## src/hnbf_pkg.sv

```systemverilog
// ----------------------------------------------------------------------------
// hnbf_pkg
// Shared types and constants for the HDLC NRZI bit-stuffing framer.
// ----------------------------------------------------------------------------
`default_nettype none

package hnbf_pkg;

    localparam int unsigned REQ_W    = 2;
    localparam int unsigned BYTE_W   = 8;
    localparam int unsigned CRC_W    = 16;
    localparam int unsigned RUN_W    = 3;
    localparam int unsigned CNT_W    = 5;

    localparam logic [REQ_W-1:0] REQ_DATA  = 2'd0;
    localparam logic [REQ_W-1:0] REQ_FLAG  = 2'd1;
    localparam logic [REQ_W-1:0] REQ_CLEAR = 2'd2;
    localparam logic [REQ_W-1:0] REQ_CRC   = 2'd3;

    localparam logic [CRC_W-1:0] CRC_POLY  = 16'h8408;
    localparam logic [CRC_W-1:0] CRC_INIT  = 16'hFFFF;
    localparam logic [RUN_W-1:0] STUFF_RUN = 3'd5;
    localparam logic [RUN_W-1:0] RUN_MAX   = 3'd7;
    localparam logic [CNT_W-1:0] BYTE_BITS = 5'd8;
    localparam logic [CNT_W-1:0] CRC_BITS  = 5'd16;

    typedef struct packed {
        logic clr;
        logic step;
        logic bit_in;
    } t_crc_ctl;

endpackage

`default_nettype wire

```

## src/hnbf_if.sv

```systemverilog
// ----------------------------------------------------------------------------
// hnbf_req_if / hnbf_sym_if
// Valid/ready channels for framer requests and output tone symbols.
// ----------------------------------------------------------------------------
`default_nettype none

interface hnbf_req_if;
    import hnbf_pkg::*;
    logic              valid;
    logic              ready;
    logic [REQ_W-1:0]  req_type;
    logic [BYTE_W-1:0] data_byte;
    modport source (output valid, output req_type, output data_byte, input ready);
    modport sink   (input valid, input req_type, input data_byte, output ready);
endinterface

interface hnbf_sym_if;
    logic valid;
    logic ready;
    logic tone;
    logic stuffed;
    logic last;
    modport source (output valid, output tone, output stuffed, output last, input ready);
    modport sink   (input valid, input tone, input stuffed, input last, output ready);
endinterface

`default_nettype wire

```

## src/hnbf_crc.sv

```systemverilog
// ----------------------------------------------------------------------------
// hnbf_crc
// Bit-serial reflected CRC-16 register, one data bit per step.
// ----------------------------------------------------------------------------
`default_nettype none

module hnbf_crc
    import hnbf_pkg::*;
(
    input  wire logic             i_clk,
    input  wire logic             i_rst_n,
    input  wire t_crc_ctl         i_ctl,
    output logic [CRC_W-1:0]      o_crc
);

    logic [CRC_W-1:0] r_crc;
    logic [CRC_W-1:0] n_crc;
    logic             fb;

    always_comb begin
        fb    = r_crc[0] ^ i_ctl.bit_in;
        n_crc = r_crc;
        if (i_ctl.clr) begin
            n_crc = CRC_INIT;
        end else if (i_ctl.step) begin
            n_crc = {1'b0, r_crc[CRC_W-1:1]} ^ (fb ? CRC_POLY : '0);
        end
    end

    always_ff @(posedge i_clk) begin
        if (!i_rst_n) begin
            r_crc <= CRC_INIT;
        end else begin
            r_crc <= n_crc;
        end
    end

    assign o_crc = r_crc;

endmodule

`default_nettype wire

```

## src/hdlc_nrzi_bit_stuffing_framer.sv

```systemverilog
// ----------------------------------------------------------------------------
// hdlc_nrzi_bit_stuffing_framer
// HDLC transmit line coder: LSB-first bits, NRZI tone, bit stuffing, CRC-16.
//
//   channel  dir  modport  payload
//   i_req    in   sink     req_type[1:0], data_byte[7:0]
//   o_sym    out  source   tone, stuffed, last
//
// One symbol per cycle, when not stalled, from a shift register walked by a small sequencer.
// A byte is 8 to 10 symbols and a send-CRC request 16 to 20, and the input
// is held off while they go out; a clear sends no symbol.
// A new request is taken only when the sequencer is idle; the output
// register lets the last symbol wait while the next request is taken.
// A stalled output freezes the sequencer. Synchronous active-low reset.
// ----------------------------------------------------------------------------
`default_nettype none

module hdlc_nrzi_bit_stuffing_framer
    import hnbf_pkg::*;
(
    input  wire logic  i_clk,
    input  wire logic  i_rst_n,
    hnbf_req_if.sink   i_req,
    hnbf_sym_if.source o_sym
);

    localparam logic [1:0] ST_IDLE  = 2'd0;
    localparam logic [1:0] ST_BIT   = 2'd1;
    localparam logic [1:0] ST_STUFF = 2'd2;

    logic [1:0]       r_state,    n_state;
    logic [CRC_W-1:0] r_shift,    n_shift;
    logic [CNT_W-1:0] r_cnt,      n_cnt;
    logic             r_stuff_on, n_stuff_on;
    logic             r_tone,     n_tone;
    logic [RUN_W-1:0] r_run,      n_run;
    logic             r_o_valid,  n_o_valid;
    logic             r_o_tone,   n_o_tone;
    logic             r_o_stuffed, n_o_stuffed;
    logic             r_o_last,   n_o_last;

    t_crc_ctl         crc_ctl;
    logic [CRC_W-1:0] crc;
    logic             req_acc;
    logic             can_adv;
    logic [RUN_W-1:0] run_inc;

    hnbf_crc u_crc (
        .i_clk   (i_clk),
        .i_rst_n (i_rst_n),
        .i_ctl   (crc_ctl),
        .o_crc   (crc)
    );

    assign i_req.ready = (r_state == ST_IDLE);
    assign req_acc     = i_req.valid && i_req.ready;
    assign can_adv     = (r_state != ST_IDLE) && (!r_o_valid || o_sym.ready);
    assign run_inc     = (r_run == RUN_MAX) ? r_run : r_run + 1'b1;

    always_comb begin
        n_state     = r_state;
        n_shift     = r_shift;
        n_cnt       = r_cnt;
        n_stuff_on  = r_stuff_on;
        n_tone      = r_tone;
        n_run       = r_run;
        n_o_valid   = r_o_valid && !o_sym.ready;
        n_o_tone    = r_o_tone;
        n_o_stuffed = r_o_stuffed;
        n_o_last    = r_o_last;
        crc_ctl     = '0;

        if (req_acc) begin
            unique case (i_req.req_type)
                REQ_DATA, REQ_FLAG: begin
                    n_shift    = {{(CRC_W-BYTE_W){1'b0}}, i_req.data_byte};
                    n_cnt      = BYTE_BITS;
                    n_stuff_on = (i_req.req_type == REQ_DATA);
                    n_state    = ST_BIT;
                end
                REQ_CLEAR: begin
                    crc_ctl.clr = 1'b1;
                end
                REQ_CRC: begin
                    n_shift    = ~crc;
                    n_cnt      = CRC_BITS;
                    n_stuff_on = 1'b1;
                    n_state    = ST_BIT;
                end
                default: ;
            endcase
        end

        if (can_adv) begin
            n_o_valid = 1'b1;
            unique case (r_state)
                ST_BIT: begin
                    crc_ctl.step   = 1'b1;
                    crc_ctl.bit_in = r_shift[0];
                    n_shift        = {1'b0, r_shift[CRC_W-1:1]};
                    n_cnt          = r_cnt - 1'b1;
                    n_o_stuffed    = 1'b0;
                    if (r_shift[0]) begin
                        n_run    = run_inc;
                        n_o_tone = r_tone;
                        if (r_stuff_on && run_inc == STUFF_RUN) begin
                            n_state  = ST_STUFF;
                            n_o_last = 1'b0;
                        end else begin
                            n_o_last = (r_cnt == 5'd1);
                            n_state  = (r_cnt == 5'd1) ? ST_IDLE : ST_BIT;
                        end
                    end else begin
                        n_run    = '0;
                        n_tone   = ~r_tone;
                        n_o_tone = ~r_tone;
                        n_o_last = (r_cnt == 5'd1);
                        n_state  = (r_cnt == 5'd1) ? ST_IDLE : ST_BIT;
                    end
                end
                ST_STUFF: begin
                    n_run       = '0;
                    n_tone      = ~r_tone;
                    n_o_tone    = ~r_tone;
                    n_o_stuffed = 1'b1;
                    n_o_last    = (r_cnt == '0);
                    n_state     = (r_cnt == '0) ? ST_IDLE : ST_BIT;
                end
                default: begin
                    n_state = ST_IDLE;
                end
            endcase
        end
    end

    always_ff @(posedge i_clk) begin
        if (!i_rst_n) begin
            r_state    <= ST_IDLE;
            r_cnt      <= '0;
            r_stuff_on <= 1'b0;
            r_tone     <= 1'b0;
            r_run      <= '0;
            r_o_valid  <= 1'b0;
        end else begin
            r_state    <= n_state;
            r_cnt      <= n_cnt;
            r_stuff_on <= n_stuff_on;
            r_tone     <= n_tone;
            r_run      <= n_run;
            r_o_valid  <= n_o_valid;
        end
    end

    always_ff @(posedge i_clk) begin
        r_shift     <= n_shift;
        r_o_tone    <= n_o_tone;
        r_o_stuffed <= n_o_stuffed;
        r_o_last    <= n_o_last;
    end

    assign o_sym.valid   = r_o_valid;
    assign o_sym.tone    = r_o_tone;
    assign o_sym.stuffed = r_o_stuffed;
    assign o_sym.last    = r_o_last;

`ifndef SYNTHESIS
    a_stuff_needs_enable: assert property (@(posedge i_clk) disable iff (!i_rst_n)
        (r_state == ST_STUFF) |-> r_stuff_on)
        else $error("stuff state entered with stuffing disabled");

    a_stuffed_clears_run: assert property (@(posedge i_clk) disable iff (!i_rst_n)
        (o_sym.valid && o_sym.stuffed) |-> (r_run == '0))
        else $error("run not cleared after stuffed symbol");

    a_idle_count_zero: assert property (@(posedge i_clk) disable iff (!i_rst_n)
        (r_state == ST_IDLE) |-> (r_cnt == '0))
        else $error("bits left while idle");

    a_stuffed_toggles: assert property (@(posedge i_clk) disable iff (!i_rst_n)
        (can_adv && r_state == ST_STUFF) |=> (r_tone != $past(r_tone)))
        else $error("stuffed symbol did not toggle tone");
`endif

endmodule

`default_nettype wire

```

## src/flat_wrapper.sv

```systemverilog
// flat-port wrapper written by rule: the top's interface ports become plain ports
module hdlc_nrzi_bit_stuffing_framer_flat import hnbf_pkg::*;
  (i_clk, i_rst_n, i_req_valid, i_req_req_type, i_req_data_byte, i_req_ready, o_sym_valid, o_sym_tone, o_sym_stuffed, o_sym_last, o_sym_ready);
  hnbf_req_if i_req_i ();
  hnbf_sym_if o_sym_i ();
  input  wire logic i_clk;
  input  wire logic i_rst_n;
  input wire logic [$bits(i_req_i.valid)-1:0] i_req_valid;
  input wire logic [$bits(i_req_i.req_type)-1:0] i_req_req_type;
  input wire logic [$bits(i_req_i.data_byte)-1:0] i_req_data_byte;
  output wire logic [$bits(i_req_i.ready)-1:0] i_req_ready;
  output wire logic [$bits(o_sym_i.valid)-1:0] o_sym_valid;
  output wire logic [$bits(o_sym_i.tone)-1:0] o_sym_tone;
  output wire logic [$bits(o_sym_i.stuffed)-1:0] o_sym_stuffed;
  output wire logic [$bits(o_sym_i.last)-1:0] o_sym_last;
  input wire logic [$bits(o_sym_i.ready)-1:0] o_sym_ready;
  assign i_req_i.valid = i_req_valid;
  assign i_req_i.req_type = i_req_req_type;
  assign i_req_i.data_byte = i_req_data_byte;
  assign i_req_ready = i_req_i.ready;
  assign o_sym_valid = o_sym_i.valid;
  assign o_sym_tone = o_sym_i.tone;
  assign o_sym_stuffed = o_sym_i.stuffed;
  assign o_sym_last = o_sym_i.last;
  assign o_sym_i.ready = o_sym_ready;
  hdlc_nrzi_bit_stuffing_framer u_core (.i_clk(i_clk), .i_rst_n(i_rst_n), .i_req(i_req_i), .o_sym(o_sym_i));
endmodule
```

## config.mk

```make
export PLATFORM = sky130hd
export DESIGN_NAME = hdlc_nrzi_bit_stuffing_framer_flat
export DESIGN_NICKNAME = d
export VERILOG_FILES = /design/src/hnbf_pkg.sv /design/src/hnbf_if.sv /design/src/hnbf_crc.sv /design/src/hdlc_nrzi_bit_stuffing_framer.sv /design/src/flat_wrapper.sv
export SDC_FILE = /design/constraint.sdc
export NUM_CORES = 1
export LEC_CHECK = 0
export BUFFER_PORTS_ARGS = -buffer_cell sky130_fd_sc_hd__buf_4
export CELL_PAD_IN_SITES_DETAIL_PLACEMENT = 1
export CELL_PAD_IN_SITES_GLOBAL_PLACEMENT = 1
export CORE_UTILIZATION = 30
export CTS_CLUSTER_DIAMETER = 150
export DETAILED_ROUTE_END_ITERATION = 16
export GPL_TIMING_DRIVEN = 1
export PLACE_DENSITY_LB_ADDON = 0.1
export REMOVE_ABC_BUFFERS = 1
export SLEW_MARGIN = 20
export SYNTH_ARGS = -nofsm -noshare
export SYNTH_HDL_FRONTEND = slang
export SYNTH_SLANG_ARGS = --single-unit
```

## constraint.sdc

```tcl
create_clock -name i_clk -period 1.5 [get_ports i_clk]
set_input_delay 0.3 -clock i_clk [delete_from_list [all_inputs] [get_ports i_clk]]
set_output_delay 0.3 -clock i_clk [all_outputs]
set_load 0.005 [all_outputs]
```

==> results.json, run 1 <==
{
  "status": "complete, but fails checks",
  "violations": "setup timing",
  "critical_path_class": "flip-flop to output port",
  "finalWorstSetupSlack_ps": -46.0,
  "yosysSeqAreaShare_pct": 40.5,
  "ir_drop_uv": 449,
  "most-common-layout-cells": "sky130_fd_sc_hd__buf_4, sky130_fd_sc_hd__dfxtp_1, sky130_fd_sc_hd__nand2_1, sky130_fd_sc_hd__buf_6, sky130_fd_sc_hd__inv_1",
  "global_route_track_usage_on_met1_pct": 21.4,
  "gr_met3_demand_resource_pct": 2.96,
  "detailed_place_hpwl_um": 4370,
  "antenna_left": 0,
  "synth-edff-count": 3,
  "globalRoute.totalOverflow": 0,
  "dp_cells": 412,
  "final-hold-violation-count": 0,
  "drc_errors": 0,
  "placement.io_buffers": 18,
  "clock-sinks": 48,
  "yosysTopAreaCell": "sky130_fd_sc_hd__dfxtp_1",
  "syn-mean-instance-area_um2": 9.20,
  "critPathCaptureType": "output port",
  "grt_first_pass_wirelength_um": 10500,
  "worst_path_largest_cell_delay_ps": 350,
  "die-width_um": 92.3,
  "critPathLaunchType": "flip-flop",
  "level_count_of_the_clock_h_tree": 2,
  "grt.busiest_layer": "met2",
  "relSlewSlack_pct": 76.4,
  "grt_start_max_net_pins": 21,
  "antenna-diode-count": 0,
  "power.internal_mw": 2.66,
  "grt_setup_unrepaired": "yes",
  "switching_share_pct": 31.6,
  "clk_transition_reported_paths_ps": 90,
  "timing.hold.worst.class": "primary input to flip-flop",
  "floorplan.die.height_um": 92.3,
  "mappedNetlistArea_um2": 2450,
  "final_min_period_over_clock_period_pct": 103,
  "cp_common_cell": "sky130_fd_sc_hd__buf_6",
  "post_route_cells_drive_above_1_share_pct": 46.1,
  "timing.final.crit_period_ps": 1550,
  "synth_cell_types": 55,
  "fraction_of_power_consumed_by_the_clock_network_pct": 24.6,
  "core_um2": 7810,
  "syn_to_final_growth_pct": 48.8,
  "power.net_switching_mw": 1.23,
  "layout.cells.non_filler": 434,
  "die_footprint_um2": 8520,
  "yosys.area.top_type_share_pct": 36.8,
  "crit_slowest_cell": "sky130_fd_sc_hd__dfxtp_2",
  "design.portCount": 19,
  "gp_weighted_congestion": 0.746,
  "routedWlPerCell_um": 16.2,
  "grt_antenna_before_repair": 0,
  "vias_per_cell": 4.95,
  "total_iterations_of_the_first_detailed_routing_run": 4,
  "power.density_cell_area_nw_per_um2": 1070,
  "yosys_most_used_dff": "sky130_fd_sc_hd__dfxtp_1",
  "cts_tree": "yes",
  "cp_top_family": "buffers and inverters",
  "clock_tree.root_cell": "sky130_fd_sc_hd__clkbuf_8",
  "crit_path_max_fanout": 5,
  "clock-skew-final_ps": 8.31,
  "number_of_clock_buffers_inserted_by_tritoncts": 5,
  "finalSetupViolCount": 12,
  "cp_data_arrival_time_ps": 1250,
  "clockBufferDepth": 2,
  "ys_top_cells_by_area": "sky130_fd_sc_hd__dfxtp_1, sky130_fd_sc_hd__nand2_1, sky130_fd_sc_hd__ha_1",
  "detail_route.iter0.violations": 55,
  "warnings_synthesis": 0,
  "ys_seq_elements": 48,
  "hold_ws_ps": 255,
  "floorplan.initialDensity_pct": 31.3,
  "timing.max_cap.violations": 0,
  "met2_usage_pct": 25.0,
  "share_comb_of_total_power_pct": 34.4,
  "routed_wirelength_um": 7050,
  "critical_path.cell_chain": "inv_2 -> ha_4 -> buf_6 -> buf_6 -> buf_6",
  "synthArstFlopShare_pct": 0,
  "rows": 32,
  "final.fill_count": 869,
  "max_freq_ghz": 0.647,
  "critPathBufInv": 4,
  "synth_cells": 266,
  "power_mw": 3.89,
  "dr_total_vias": 2150,
  "cp.required_ps": 1200,
  "ctsHoldBuffers": 0,
  "sequentialPowerShare_pct": 41.0,
  "timing_max_transition_violations_final": 0,
  "clk-insertion-delay-late_ps": 310,
  "cellLeakagePower_nw": 1.55,
  "number_of_global_route_vias_before_repair": 2054,
  "globalRouteTotalUtil_pct": 15.6,
  "worst_pin_slew_ps": 354,
  "mostFrequentLayoutCell": "sky130_fd_sc_hd__buf_4",
  "nets": 357
}
## cells by family (layout without fill, tap and decap cells)
group | after synthesis | after routing | share of synthesized area (%)
AO/OA/AOI/OAI | 74 | 74 | 21.2
XOR/XNOR | 6 | 6 | 2.15
adder cells (fa/ha/maj) | 12 | 12 | 6.13
buffers and inverters | 31 | 97 | 6.54
flip-flops | 48 | 48 | 40.5
AND/OR/NAND/NOR | 95 | 95 | 23.5
## synthesized netlist by cell type, types with 2 or more instances
master,count
sky130_fd_sc_hd__a21oi_1,15
sky130_fd_sc_hd__a221o_1,8
sky130_fd_sc_hd__and2b_4,2
sky130_fd_sc_hd__buf_2,7
sky130_fd_sc_hd__buf_4,2
sky130_fd_sc_hd__buf_6,2
sky130_fd_sc_hd__dfxtp_1,45
sky130_fd_sc_hd__edfxtp_1,3
sky130_fd_sc_hd__ha_1,12
sky130_fd_sc_hd__inv_1,16
sky130_fd_sc_hd__nand2_1,45
sky130_fd_sc_hd__nand3_1,11
sky130_fd_sc_hd__nand4b_1,3
sky130_fd_sc_hd__nor2_1,6
sky130_fd_sc_hd__nor3_1,3
sky130_fd_sc_hd__nor3b_2,7
sky130_fd_sc_hd__o211ai_1,10
sky130_fd_sc_hd__o21ai_0,16
sky130_fd_sc_hd__o21ai_1,6
sky130_fd_sc_hd__o21ai_2,7
sky130_fd_sc_hd__or2_1,2
sky130_fd_sc_hd__xnor2_1,5
## metrics by stage
stage | setup TNS, ps | area [um2] | util (%) | worst slack [ps]
2_1_floorplan | -5300 | 2350 | - | -271
3_3_place_gp | -3730 | 2990 | 38.3 | -137
3_5_place_dp | -4410 | 2990 | 38.3 | -168
4_1_cts | -46.8 | 3230 | 41.4 | -23.6
5_1_grt | -1990 | 3640 | 46.7 | -98.6
6_report | -121 | 3640 | 46.7 | -46.0
## layer usage
layer  part of all wire (%)  up-vias
met3                    2.2        5
met5                      0        -
met4                   0.72        0
met2                     49       18
li1                       -     1067
met1                     48     1060
## power by group through the flow
| stage | Clock, mW | Sequential, mW | Combinational (mW) |
|---|---|---|---|
| 6_report | 0.958 | 1.60 | 1.34 |
| 3_5_place_dp | 0 | 1.59 | 0.997 |
| 4_1_cts | 0.998 | 1.57 | 1.09 |
| 3_3_place_gp | 0 | 1.59 | 0.975 |
| 2_1_floorplan | 0 | 1.56 | 0.542 |
| 5_1_grt | 1.06 | 1.62 | 1.46 |
## worst register-to-register path: stages (launching register included)
cell and delay [ps]:
sky130_fd_sc_hd__dfxtp_2 350, sky130_fd_sc_hd__inv_2 60, sky130_fd_sc_hd__ha_4 190, sky130_fd_sc_hd__buf_6 120, sky130_fd_sc_hd__nand2b_4 160, sky130_fd_sc_hd__nor2_8 160, sky130_fd_sc_hd__buf_12 140, sky130_fd_sc_hd__clkbuf_16 160
sky130_fd_sc_hd__o211ai_1 80
## flip-flops by register name (all words and copies together) (netlist names)
signal,cells
u_core.u_crc.o_crc,16
u_core.r_run,3
u_core.r_tone,1
u_core.o_sym.tone,1
u_core.r_state,2
u_core.o_sym.valid,1
u_core.r_shift,16
u_core.r_cnt,5
u_core.r_stuff_on,1
u_core.o_sym.stuffed,1
u_core.o_sym.last,1
## path summary, 6_finish.rpt
path / startpoint / end / slack, ps / cells after the start
max: u_core.r_state[1] / i_req_ready / -50 / 5
min: i_rst_n / u_core.r_cnt[3] / 250 / 2
max reg2reg: u_core.r_state[1] / u_core.u_crc.o_crc[3] / -20 / 8
min reg2reg: u_core.r_shift[10] / u_core.r_shift[9] / 460 / 2
## area by class of cell
cell class / count / area (um2) / share of cell area (%)
Multi-Input combinational cell: 187 / 1530 / 42.1
Sequential cell: 48 / 996 / 27.3
Timing Repair Buffer: 72 / 806 / 22.1
Tap cell: 102 / 128 / 3.50
Clock buffer: 7 / 108 / 2.95
Inverter: 17 / 63.8 / 1.75
Clock inverter: 1 / 8.76 / 0.240
## timing repair
item | 4_1_cts | 5_1_grt
cloned | 0 | 7
setup endpoints to repair | 49 | 48
buffers inserted | 4 | 6
resized for setup | 22 | 63
pin swaps | 10 | 37
Power figures use the tool's default switching activity.
==> run 2, diff against run 1 <==
--- a/config.mk
+++ b/config.mk
@@ -14,6 +14,7 @@
 export GPL_TIMING_DRIVEN = 1
 export PLACE_DENSITY_LB_ADDON = 0.1
 export REMOVE_ABC_BUFFERS = 1
+export SETUP_SLACK_MARGIN = 0.5
 export SLEW_MARGIN = 20
 export SYNTH_ARGS = -nofsm -noshare
 export SYNTH_HDL_FRONTEND = slang
==> run 2 against run 1 <==
The flow still finishes with violations (setup timing). Global-route usage increased by 0.79 points. Non-clock buffer count decreased by 6. Die area unchanged. Clock skew increased by 0.67 ps. Critical path depth unchanged. Clock power decreased by 0.7%. Cell count decreased by 1.2%. Sequential power about the same. Combinational power decreased by 3%. Power decreased by 1.0%. Largest cell class unchanged.
==> results.json, run 2 (synthesis results as in run 1) <==
{
  "status": "complete, but fails checks",
  "violations": "setup timing",
  "number_of_clock_buffers_inserted_by_tritoncts": 5,
  "multi_input_comb_area_um2": 1580,
  "finalWorstSetupSlack_ps": -26.1,
  "antenna_left": 0,
  "grt_antenna_before_repair": 0,
  "detail_route.iter0.violations": 56,
  "clk-insertion-delay-late_ps": 300,
  "globalRoute.totalOverflow": 0,
  "clock-skew-final_ps": 8.98,
  "clock-sinks": 48,
  "level_count_of_the_clock_h_tree": 2,
  "die_footprint_um2": 8520,
  "floorplan.initialDensity_pct": 31.3,
  "cp_common_cell": "sky130_fd_sc_hd__buf_6",
  "timing.final.crit_period_ps": 1530,
  "cp_data_arrival_time_ps": 1230,
  "clockBufferDepth": 2,
  "detailed_place_hpwl_um": 4370,
  "critical_path.cell_chain": "inv_2 -> ha_4 -> buf_6 -> buf_6 -> buf_6",
  "final_min_period_over_clock_period_pct": 102,
  "routedWlPerCell_um": 14.9,
  "drc_errors": 0,
  "power.internal_mw": 2.63,
  "crit_slowest_cell": "sky130_fd_sc_hd__dfxtp_2",
  "floorplan.die.height_um": 92.3,
  "final.fill_count": 864,
  "switching_share_pct": 31.6,
  "timing.max_cap.violations": 0,
  "gr_met3_demand_resource_pct": 2.96,
  "hold_ws_ps": 264,
  "critPathLaunchType": "flip-flop",
  "global_route_track_usage_on_met1_pct": 21.9,
  "post_route_cells_drive_above_1_share_pct": 48.9,
  "cellLeakagePower_nw": 1.51,
  "total_iterations_of_the_first_detailed_routing_run": 4,
  "routed_wirelength_um": 6390,
  "critPathCaptureType": "output port",
  "worst_pin_slew_ps": 333,
  "met2_usage_pct": 27.2,
  "ir_drop_uv": 440,
  "power.density_cell_area_nw_per_um2": 1080,
  "timing.hold.worst.class": "primary input to flip-flop",
  "relSlewSlack_pct": 77.8,
  "grt_first_pass_wirelength_um": 11100,
  "grt.busiest_layer": "met2",
  "clock_tree.root_cell": "sky130_fd_sc_hd__clkbuf_8",
  "share_comb_of_total_power_pct": 33.8,
  "crit_path_max_fanout": 5,
  "dr_total_vias": 2092,
  "ctsHoldBuffers": 0,
  "timing_max_transition_violations_final": 0,
  "syn_to_final_growth_pct": 45.2,
  "cp.required_ps": 1200,
  "nets": 352,
  "fraction_of_power_consumed_by_the_clock_network_pct": 24.7,
  "design.portCount": 19,
  "worst_path_largest_cell_delay_ps": 350,
  "die-width_um": 92.3,
  "grt_setup_unrepaired": "yes",
  "antenna-diode-count": 0,
  "cts_tree": "yes",
  "vias_per_cell": 4.88,
  "sequentialPowerShare_pct": 41.5,
  "placement.io_buffers": 18,
  "seqCellArea_um2": 997,
  "power_mw": 3.85,
  "grt_start_max_net_pins": 21,
  "number_of_global_route_vias_before_repair": 2170,
  "gp_weighted_congestion": 0.746,
  "rows": 32,
  "final-hold-violation-count": 0,
  "max_freq_ghz": 0.655,
  "most-common-layout-cells": "sky130_fd_sc_hd__dfxtp_1, sky130_fd_sc_hd__buf_4, sky130_fd_sc_hd__buf_6, sky130_fd_sc_hd__nand2_1, sky130_fd_sc_hd__nand2_2",
  "mostFrequentLayoutCell": "sky130_fd_sc_hd__dfxtp_1",
  "power.net_switching_mw": 1.22,
  "core_um2": 7810,
  "critical_path_class": "flip-flop to output port",
  "finalSetupViolCount": 2,
  "clk_transition_reported_paths_ps": 90,
  "globalRouteTotalUtil_pct": 16.4
}
==> run 2: cell types whose count changed in the layout (fill, tap and decap cells not counted), moves of 2 or more <==
cell                        delta
sky130_fd_sc_hd__buf_6        +12
sky130_fd_sc_hd__buf_4         -9
sky130_fd_sc_hd__nand2_2       +9
sky130_fd_sc_hd__nand2_1       -7
sky130_fd_sc_hd__clkbuf_16     -6
sky130_fd_sc_hd__o21ai_0       -5
sky130_fd_sc_hd__o21ai_1       +5
sky130_fd_sc_hd__a21oi_2       +2
sky130_fd_sc_hd__buf_12        -2
sky130_fd_sc_hd__nand2_4       -2
sky130_fd_sc_hd__nor3b_4       +2
==> run 2: per-stage QoR <==
step / cells / setup WS, ps / setup TNS, ps / instance area (um2) / utilization, %
floorplan: 252 / -271 / -5300 / 2350 / -
detailed placement: 412 / -168 / -4410 / 2990 / 38.3
global route: 429 / -75.7 / -1460 / 3550 / 45.5
CTS: 428 / -23.6 / -46.8 / 3480 / 44.6
finish: 429 / -26.1 / -34.3 / 3550 / 45.5
global placement: 412 / -137 / -3730 / 2990 / 38.3
==> run 2: layout make-up <==
class | count | area share [%]
timing repair buffer | 66 | 18.8
sequential | 48 | 28.1
clock inverter | 1 | 0.246
multi-input combinational | 188 | 44.5
inverter | 17 | 1.80
clock buffer | 7 | 3.03
tap | 102 | 3.59
==> run 2: critical path, delay by kind of cell (launching register included) <==
kind / cells / cell delay [ps]
buffers and inverters: 4 / 390
flip-flops: 1 / 350
adder cells (fa/ha/maj): 1 / 180
==> run 2: layer usage <==
layer	vias up	routed length (um)
li1	1056	-
met1	1016	3110
met2	15	3090
met3	5	142
met4	0	51
met5	-	0
==> run 2: what timing repair did <==
action	4_1_cts	5_1_grt
pin swaps	38	10
endpoints found under the setup margin	56	56
setup buffers	7	1
cloned	1	0
gates resized for setup	93	17
==> run 2: path summary, 6_finish.rpt <==
kind                                   startpoint                     to  slack, ps  cells after the start
worst max register to register  u_core.r_state[0]  u_core.u_crc.o_crc[7]        -10                      7
worst min register to register  u_core.r_shift[2]      u_core.r_shift[1]        460                      2
worst min-delay path                      i_rst_n        u_core.r_cnt[3]        260                      2
worst max-delay path            u_core.r_state[0]            i_req_ready        -30                      5
==> run 2: power by group through the flow <==
stage | registers (mW) | logic, mW | clock network [mW]
2_1_floorplan | 1.56 | 0.542 | 0
3_3_place_gp | 1.59 | 0.975 | 0
3_5_place_dp | 1.59 | 0.997 | 0
4_1_cts | 1.60 | 1.25 | 0.998
5_1_grt | 1.63 | 1.43 | 1.05
6_report | 1.60 | 1.30 | 0.951
==> run 3, diff against run 2 <==
==> constraint.sdc (replaced) <==
create_clock -name i_clk -period 1.5 [get_ports i_clk]
set_input_delay 0.15 -clock i_clk [delete_from_list [all_inputs] [get_ports i_clk]]
set_output_delay 0.15 -clock i_clk [all_outputs]
set_load 0.005 [all_outputs]
==> run 3 against run 2 <==
Clock power shrank 8.8%. Sequential share of layout area shrank 1.5 points. Power grew 1.2%. First-iteration DRC count grew 21%. Clock skew grew 1.1 ps. The flow now finishes without violations. Register-to-register slack is essentially flat. Largest cell class unchanged. Combinational power grew 10%. Cell count grew 2.6%. Worst setup slack gained 30 ps. Non-clock buffer count grew 12. Maximum frequency grew 2.0%.
==> results.json, run 3 (synthesis results as in run 1) <==
{
  "gp_weighted_congestion": 0.774,
  "clk-insertion-delay-late_ps": 310,
  "critPathBufInv": 4,
  "status": "complete, no violations",
  "timing.final.crit_period_ps": 1500,
  "clockBufferDepth": 2,
  "drc_errors": 0,
  "timing.max_cap.violations": 0,
  "grt_first_pass_wirelength_um": 11500,
  "crit_path_max_fanout": 6,
  "final_min_period_over_clock_period_pct": 99.7,
  "most-common-layout-cells": "sky130_fd_sc_hd__buf_4, sky130_fd_sc_hd__dfxtp_1, sky130_fd_sc_hd__buf_6, sky130_fd_sc_hd__nand2_2, sky130_fd_sc_hd__nand2_4",
  "grt_start_max_net_pins": 17,
  "final-hold-violation-count": 0,
  "seqCellArea_um2": 998,
  "relSlewSlack_pct": 71.3,
  "multi_input_comb_area_um2": 1630,
  "power_mw": 3.90,
  "nets": 363,
  "clk_transition_reported_paths_ps": 100,
  "power.density_cell_area_nw_per_um2": 1040,
  "final.fill_count": 875,
  "syn_to_final_growth_pct": 53.6,
  "cp_data_arrival_time_ps": 1700,
  "grt_setup_unrepaired": "yes",
  "worst_path_largest_cell_delay_ps": 350,
  "level_count_of_the_clock_h_tree": 2,
  "placement.io_buffers": 18,
  "globalRouteTotalUtil_pct": 17.5,
  "clock-skew-final_ps": 10.0,
  "number_of_clock_buffers_inserted_by_tritoncts": 5,
  "critPathCaptureType": "flip-flop",
  "routed_wirelength_um": 7180,
  "critical_path_class": "flip-flop to flip-flop",
  "design.portCount": 19,
  "timing.hold.worst.class": "primary input to flip-flop",
  "floorplan.die.height_um": 92.3,
  "clock_tree.root_cell": "sky130_fd_sc_hd__clkbuf_8",
  "globalRoute.totalOverflow": 0,
  "grt_antenna_before_repair": 0,
  "timing_max_transition_violations_final": 0,
  "clock-sinks": 48,
  "antenna_left": 0,
  "die-width_um": 92.3,
  "die_footprint_um2": 8520,
  "critPathLaunchType": "flip-flop",
  "critical_path.cell_chain": "inv_2 -> ha_4 -> buf_6 -> nand2b_4 -> nor2_8 -> buf_12 -> clkbuf_16 -> o21ai_2",
  "post_route_cells_drive_above_1_share_pct": 52.1,
  "detailed_place_hpwl_um": 4390,
  "ir_drop_uv": 368,
  "floorplan.initialDensity_pct": 31.3,
  "crit_slowest_cell": "sky130_fd_sc_hd__dfxtp_2",
  "hold_ws_ps": 103,
  "mostFrequentLayoutCell": "sky130_fd_sc_hd__buf_4",
  "cp.required_ps": 1710,
  "routedWlPerCell_um": 16.3,
  "total_iterations_of_the_first_detailed_routing_run": 4,
  "vias_per_cell": 4.96,
  "max_freq_ghz": 0.669,
  "dr_total_vias": 2181,
  "finalSetupViolCount": 0,
  "number_of_global_route_vias_before_repair": 2233,
  "antenna-diode-count": 0,
  "cp_top_family": "buffers and inverters",
  "rows": 32,
  "worst_pin_slew_ps": 431,
  "cellLeakagePower_nw": 1.56,
  "cts_tree": "yes",
  "detail_route.iter0.violations": 68,
  "core_um2": 7810
}
==> run 3: cell count changes in the layout (fill, tap and decap cells not counted), sizes merged <==
cell and delta:
inv +1, buf +10, clkbuf +1, nor2 -1
==> run 3: timing repair <==
action | CTS | global route
pin swaps | 41 | 23
hold buffers | 0 | 0
endpoints found under the setup margin | 52 | 53
gates cloned | 3 | 2
buffers inserted | 14 | 4
resized for setup | 88 | 40
==> run 3: worst register-to-register path, cell delays in order (launching register included) <==
cell and delay, ps:
sky130_fd_sc_hd__dfxtp_2 350, sky130_fd_sc_hd__inv_2 50, sky130_fd_sc_hd__ha_4 180, sky130_fd_sc_hd__buf_6 120, sky130_fd_sc_hd__nand2b_4 150, sky130_fd_sc_hd__nor2_8 190
sky130_fd_sc_hd__buf_12 150, sky130_fd_sc_hd__clkbuf_16 150, sky130_fd_sc_hd__o21ai_2 50
==> run 3: layout make-up <==
| class | instances | area share (%) |
|---|---|---|
| Inverter | 17 | 1.83 |
| Clock buffer | 6 | 2.20 |
| Clock inverter | 2 | 0.366 |
| Timing Repair Buffer | 78 | 22.2 |
| Sequential cell | 48 | 26.6 |
| Multi-Input combinational cell | 187 | 43.5 |
| Tap cell | 102 | 3.39 |
==> run 3: worst paths after layout <==
check / startpoint / end / slack, ps / depth (start not counted)
min: i_rst_n / u_core.r_cnt[3] / 100 / 2
min reg2reg: u_core.r_shift[7] / u_core.r_shift[6] / 450 / 2
max: u_core.r_state[0] / u_core.r_shift[13] / 4 / 8
max reg2reg: u_core.r_state[0] / u_core.r_shift[13] / 4 / 8
==> run 3: report_power, final <==
part / internal, mW / switching (mW)
logic: 0.768 / 0.657
clock network: 0.379 / 0.489
registers: 1.46 / 0.150
total: 2.60 / 1.30
==> run 3: through the flow <==
stage	TNS (ps)	instances	instance area (um2)	util (%)	setup WS, ps
finish	0	440	3760	48.2	4.41
global route	-866	440	3760	48.2	-102
CTS	-27.3	434	3540	45.3	-7.99
detailed placement	-2710	409	2940	37.7	-105
global placement	-1050	409	2940	37.7	-83.4
floorplan	-5300	252	2350	-	-271
==> run 3: layer usage <==
layer / GRT usage (%) / share of wire [%]
met2: 29.5 / 50
met3: 2.96 / 1.7
met1: 23.2 / 48
met4: 4.30 / 0.90
met5: 0 / 0
